`config.mk`:
```
export PLATFORM = sky130hd
export DESIGN_NAME = tctw_sweep
export DESIGN_NICKNAME = d
export VERILOG_FILES = /design/src/rtl/tctw_pkg.sv /design/src/rtl/tctw_sweep.sv
export SDC_FILE = /design/constraint.sdc
export NUM_CORES = 1
export LEC_CHECK = 0
export ABC_CLOCK_PERIOD_IN_PS = 4910
export BUFFER_PORTS_ARGS = -buffer_cell sky130_fd_sc_hd__clkbuf_2
export CORE_MARGIN = 2
export CORE_UTILIZATION = 58
export CTS_BUF_LIST = sky130_fd_sc_hd__clkbuf_4 sky130_fd_sc_hd__clkbuf_8
export CTS_CLUSTER_SIZE = 12
export DETAILED_ROUTE_END_ITERATION = 6
export PLACE_DENSITY = 0.87
export SYNTH_ARGS = -nofsm -noshare
export SYNTH_HDL_FRONTEND = slang
export SYNTH_SLANG_ARGS = --single-unit
```
`constraint.sdc`:
```
create_clock -name clk_i -period 4.91 [get_ports clk_i]
set_input_delay 0.2455 -clock clk_i [delete_from_list [all_inputs] [get_ports clk_i]]
set_output_delay 0.2455 -clock clk_i [all_outputs]
set_load 0.02 [all_outputs]
```
`src/rtl/tctw_pkg.sv`:
```
`timescale 1ns / 1ps
// ----------------------------------------------------------------------------
// Text console tile writer package
// Shared action codes, character codes, bus widths and the control structs
// between the sequencer and the store sweep unit.
// ----------------------------------------------------------------------------
package tctw_pkg;

  typedef enum logic [1:0] {
    ACT_PUT   = 2'd0,
    ACT_SET   = 2'd1,
    ACT_CLEAR = 2'd2,
    ACT_READ  = 2'd3
  } action_e;

  localparam int unsigned InDataW  = 40;
  localparam int unsigned OutDataW = 32;
  localparam int unsigned CharW    = 8;
  localparam int unsigned WordW    = 16;
  localparam int unsigned CurW     = 6;

  localparam logic [CharW-1:0] CharEnd = 8'h00;
  localparam logic [CharW-1:0] CharTab = 8'h09;
  localparam logic [CharW-1:0] CharLf  = 8'h0A;
  localparam logic [CharW-1:0] CharCr  = 8'h0D;
  localparam logic [CharW-1:0] CharSub = 8'h3F;

  typedef struct packed {
    logic start;
    logic copy;
  } sweep_cmd_t;

  typedef struct packed {
    logic rd_en;
    logic wr_en;
    logic wr_zero;
    logic done;
  } sweep_stat_t;

endpackage

```
`src/rtl/tctw_sweep.sv`:
```
`timescale 1ns / 1ps
// ----------------------------------------------------------------------------
// Store sweep unit
// Walks every map word once: either copies the word one row below into it
// (scroll) or writes zero (clear). Reads run the cycle before their writes.
// ----------------------------------------------------------------------------
module tctw_sweep import tctw_pkg::*; #(
  parameter int unsigned MapWords = 1024,
  parameter int unsigned RowWords = 32,
  localparam int unsigned AddrW = $clog2(MapWords),
  localparam int unsigned CntW  = $clog2(MapWords + 1)
) (
  input  logic             clk_i,
  input  logic             rst_ni,
  input  sweep_cmd_t       cmd_i,
  output sweep_stat_t      stat_o,
  output logic [AddrW-1:0] rd_addr_o,
  output logic [AddrW-1:0] wr_addr_o
);

  logic [CntW-1:0] cnt_q, cnt_d;
  logic            active_q, active_d;
  logic            copy_q, copy_d;
  logic            src_ok_q, src_ok_d;
  logic            last;

  always_comb begin
    last           = active_q && (cnt_q == CntW'(MapWords));
    stat_o.rd_en   = active_q && copy_q && ((32'(cnt_q) + RowWords) < MapWords);
    stat_o.wr_en   = active_q && (cnt_q != '0);
    // past the last source row the copy turns into a clear
    stat_o.wr_zero = !src_ok_q;
    stat_o.done    = last;
    rd_addr_o      = AddrW'(32'(cnt_q) + RowWords);
    wr_addr_o      = AddrW'(cnt_q - CntW'(1));
    src_ok_d       = stat_o.rd_en;

    cnt_d    = cnt_q;
    active_d = active_q;
    copy_d   = copy_q;
    if (cmd_i.start) begin
      cnt_d    = '0;
      active_d = 1'b1;
      copy_d   = cmd_i.copy;
    end else if (active_q) begin
      if (last) begin
        active_d = 1'b0;
      end else begin
        cnt_d = cnt_q + CntW'(1);
      end
    end
  end

  // out of reset, run a clearing pass
  always_ff @(posedge clk_i or negedge rst_ni) begin
    if (!rst_ni) begin
      cnt_q    <= '0;
      active_q <= 1'b1;
      copy_q   <= 1'b0;
      src_ok_q <= 1'b0;
    end else begin
      cnt_q    <= cnt_d;
      active_q <= active_d;
      copy_q   <= copy_d;
      src_ok_q <= src_ok_d;
    end
  end

endmodule

```
* Word-level counts from Yosys, hierarchy flattened *
Cells that the tools add are included.

storage, ports and cells
  register bits = 14
  bits of input ports = 4
  output and inout bits = 24
  logic and storage cells = 24

cells by class
  add/subtract/negate cells = 3
  magnitude comparators = 1
  eq/ne operators = 2
  muxes and demuxes = 6
  reduce and logical (&&, ||, !) cells = 8

operators with widths
  kind                                                                            count
  11-bit two-way mux                                                              3
  32-bit by 11-bit less-than comparator with 1-bit output, second input constant  1
  11-bit by 6-bit adder with 12-bit output, second input constant                 1
  11-bit by 1-bit adder with 11-bit output, second input constant                 1
  11-bit equality test, second input constant                                     1
  11-bit nonzero test                                                             1
  10-bit by 1-bit subtractor with 10-bit output, second input constant            1
  1-bit logical AND                                                               4
  1-bit two-way mux                                                               3
  2-bit != test, second input constant                                            1
  2-bit AND reduction                                                             1
  2-bit nonzero test                                                              1
  1-bit logical NOT                                                               1

* Logic depth before layout (Yosys ltp) *
  depth after elaboration = 5
  mapped depth = 6
  mapped depth without buffers = 5

* Least setup slack after synthesis *
OpenSTA, ideal clock, no wires.

  kind = register -> output
  start point = register cnt_q[0]
  end point = output wr_addr_o[8]
  arrival = 1.707 ns
  data required time = 4.665 ns
  slack = 2.958 ns
  cell stages (with the launch flop) = 6
  path buffers = 0
  cells stage by stage = dfrtp_1 -> inv_1 -> ha_1 -> nor3b_1 -> nand2_1 -> xnor2_1

on the way
  cells in the longest elaborated chain, start to end = 1

ends and longest elaborated chain
  what                                           line              source
  from (decl)                                    tctw_sweep.sv:21  logic [CntW-1:0] cnt_q, cnt_d;
  from (signal assigned)                         tctw_sweep.sv:62  cnt_q <= cnt_d;
  10-bit by 1-bit subtractor with 10-bit output  tctw_sweep.sv:35  wr_addr_o = AddrW'(cnt_q - CntW'(1));
  to (decl)                                      tctw_sweep.sv:18  output logic [AddrW-1:0] wr_addr_o

Every way passes these cells.

* Worst setup path in the final report *
  start point = register cnt_q[0]
  end point = output wr_addr_o[6]

The elaborated chain is that of the path after synthesis.

==> impl_metrics.yaml <==
critical_path:
  critical_path_class: "reg -> out"
  setup.reg_to_reg.worst_slack_ps: 3070
  timing.rr.start: "cnt_q[0]"
  number_of_cell_instances_on_the_worst_register_to_register_path: 5
  worst_setup_path_startpoint: "cnt_q[0]"
  worst-endpoint-required_ps: 4660
  cp-start-kind: "flip-flop"
  cp_max_fo: 8
  regToRegEndpoint: "active_q"
  worstSetupEndpointType: "output pin"
  crit_end: "wr_addr_o[6]"
  critPathArrivalTime_ps: 2060
logic_synthesis:
  postSynthAreaPerCell_um2: 8.67
  netlist_top_cells_area: "sky130_fd_sc_hd__dfrtp_1 (31%), sky130_fd_sc_hd__xnor2_1 (7.4%), sky130_fd_sc_hd__buf_4 (4.9%)"
  netlist.area_leader.share: 0.305
  synth-seq-cells: 14
  synth.yosys.seq_area_share: 0.330
  synth-warning-count: 0
  distinct_cell_type_count_of_the_synthesized_netlist: 40
  instance_count_of_the_mapped_netlist: 123
  syn_area_um2: 1070
  synth_top_cell_by_area: "sky130_fd_sc_hd__dfrtp_1"
  postSynthNetCount: 131
routing:
  drt_wl_cell_um: 14.2
  routed_via_count: 953
  viasPerCell: 5.81
  drt_first_iter_violations: 18
  drc: 0
  dr.pass1.iters: 4
  detailed_route_wl_mm: 2.33
  detail-route-antenna-nets: 0
die:
  floorplan.die_area_um2: 2200
  fp.dieH_um: 46.9
  core-area_um2: 1730
  placement_rows: 15
  fp.dieW_um: 46.9
  initial_core_util: 0.617
  pin_count: 28
global_route:
  first_global_vias: 788
  grt-ovfl-total: 0
  grt_start_max_net_pins: 19
  grt.total_usage: 0.230
  initial_antenna_violation_count: 0
  grt_first_pass_wirelength_mm: 3.56
clock_tree:
  cts-resized-gates: 0
  cts-hold-fix-buffers: 1
  later_pin_clock_latency_in_the_skew_report_ps: 290
  cts.path.max_buffers: 2
  cts_root_buf: "sky130_fd_sc_hd__clkbuf_4"
  cts-htree-levels: 1
  cts_made_buffers: 3
  postCtsSetupRepairBufs: 0
  clkSinkCount: 14
  cts_tree: "yes"
  worst_setup_hold_path_clk_slew_ps: 90
sta:
  hold_violations: 0
  final.setup_skew_ps: 0.863
  timing.final.max_slew_violations: 0
  finalSetupViolCount: 0
  post-route-min-period_ps: 2300
  relative_slew_slack: 0.731
  setup_tns_ps: 0
  worst_pin_slew_ps: 403
  worst_slack_ps: 2610
  achievable-frequency_mhz: 434
  finalCritPeriodShare: 0.469
  unrepaired_setup_endpoints_after_global_routing: "no"
power:
  worst_case_vdd_ir_drop_uv: 383
  powerDensity_nw_per_um2: 495
  cellLeakagePower_nw: 0.556
run_status:
  run_status: "completed"
place:
  cell_area_after_placement_um2: 1130
  post-place-ws_ps: 2950
  place_hpwl_mm: 1.70
  place.gp.congestion: 0.808
  port_buffers: 27
final_layout:
  final_common_cell: "sky130_fd_sc_hd__clkbuf_2"
  mostFrequentLayoutCells: "sky130_fd_sc_hd__clkbuf_2 (27), sky130_fd_sc_hd__dfrtp_1 (13), sky130_fd_sc_hd__xnor2_1 (9), sky130_fd_sc_hd__inv_1 (8)"
  num_antenna_cells: 0
  stdcell_area_um2: 1180
  fillCellCount: 153
  fraction_of_final_layout_cells_sized_beyond_drive_strength_1: 0.266
  area_delta_synth_final_pct: 10.4
  nets: 148
min_path:
  timing.hold.worst.class: "in -> reg"
run:
  maxCapViolations: 0
## layer usage
metal  wire, µm  part of all wire  up-vias  track usage
li1           -                 -      457            -
met1       1040              0.45      451        0.318
met2       1110              0.48       40        0.353
met3        140             0.060        5       0.0462
met4         37             0.016        0       0.0889
met5          0                 0        -            0
## critical path, cell delays in order, from the launching register on
cell                       delay (ps)
sky130_fd_sc_hd__dfrtp_1          470
sky130_fd_sc_hd__inv_1            110
sky130_fd_sc_hd__ha_1             190
sky130_fd_sc_hd__or3b_1           420
sky130_fd_sc_hd__nor3_1           200
sky130_fd_sc_hd__xnor2_1          170
sky130_fd_sc_hd__clkbuf_2         200
## synth_stat cells
cell                        count
sky130_fd_sc_hd__a21o_1         1
sky130_fd_sc_hd__or2_1          1
sky130_fd_sc_hd__or4_1          2
sky130_fd_sc_hd__or3b_1         1
sky130_fd_sc_hd__buf_4          7
sky130_fd_sc_hd__ha_1           4
sky130_fd_sc_hd__clkbuf_2       1
sky130_fd_sc_hd__nand3_1        5
sky130_fd_sc_hd__xor2_1         4
sky130_fd_sc_hd__nor2_1         7
sky130_fd_sc_hd__mux2_2         2
sky130_fd_sc_hd__o21ai_0        3
sky130_fd_sc_hd__nand2b_1       1
sky130_fd_sc_hd__nor3b_1        2
sky130_fd_sc_hd__o21ai_1        1
sky130_fd_sc_hd__or3_1          4
sky130_fd_sc_hd__a31oi_1        1
sky130_fd_sc_hd__nand2_1        7
sky130_fd_sc_hd__o32ai_2        1
sky130_fd_sc_hd__nor2b_1        1
sky130_fd_sc_hd__mux2_1         1
sky130_fd_sc_hd__inv_1          8
sky130_fd_sc_hd__a21oi_1        5
sky130_fd_sc_hd__nor4_1         2
sky130_fd_sc_hd__or4_4          1
sky130_fd_sc_hd__a2bb2oi_1      1
sky130_fd_sc_hd__buf_2          5
sky130_fd_sc_hd__o31ai_1        2
sky130_fd_sc_hd__nand3b_1       1
sky130_fd_sc_hd__clkbuf_1       2
sky130_fd_sc_hd__or3b_2         1
sky130_fd_sc_hd__o31a_1         1
sky130_fd_sc_hd__xnor2_1        9
sky130_fd_sc_hd__nor3_1         7
sky130_fd_sc_hd__dfrtp_1       13
sky130_fd_sc_hd__dfstp_2        1
sky130_fd_sc_hd__o311ai_1       1
sky130_fd_sc_hd__and4_1         1
sky130_fd_sc_hd__buf_6          1
sky130_fd_sc_hd__nand4_1        4
## sequential cells by signal, summed over array words and instances (netlist names)
signal / count
copy_q: 1
src_ok_q: 1
cnt_q: 11
active_q: 1
## report_power, final
group	total, W	leakage [nW]	switching, W	internal [W]
combinational	0.000344	0.350	0.000221	0.000124
sequential	0.000151	0.184	0.0000235	0.000127
clock	0.0000875	0.0210	0.0000422	0.0000453
total	0.000583	0.556	0.000286	0.000296
## worst min-delay path by stage
stage / start / endpoint / cells after the start
2_1_floorplan: rst_ni / cnt_q[0] / 0
3_3_place_gp: rst_ni / cnt_q[3] / 1
3_5_place_dp: rst_ni / cnt_q[2] / 1
4_1_cts: cmd_i[0] / copy_q / 2
5_1_grt: cmd_i[0] / copy_q / 2
6_report: cmd_i[0] / copy_q / 2
## layout make-up
class / count / area (µm²) / area share
Multi-Input combinational cell: 85 / 583 / 0.495
Tap cell: 25 / 31.3 / 0.0266
Timing Repair Buffer: 28 / 145 / 0.123
Inverter: 8 / 30.0 / 0.0255
Sequential cell: 14 / 352 / 0.299
Clock buffer: 4 / 36.3 / 0.0308
## per-stage QoR
step           instances  hold slack (ps)  total power (W)   util
5_1_grt              164              194         0.000619  0.682
2_1_floorplan        123            -50.1         0.000409      -
4_1_cts              164              201         0.000584  0.682
3_5_place_dp         159              172         0.000498  0.655
6_report             164              185         0.000583  0.682
3_3_place_gp         159              165         0.000489  0.655
## logic make-up (layout without fill, tap and decap cells)
family	after synthesis	after routing	share of synthesized area
mux	3	3	0.0317
flops	14	14	0.330
simple gates	48	48	0.252
fa+ha+maj	4	4	0.0470
buf+inv	24	40	0.123
compound gates	17	17	0.109
xor+xnor	13	13	0.107
Note: power is estimated with default switching activity, not from simulation.
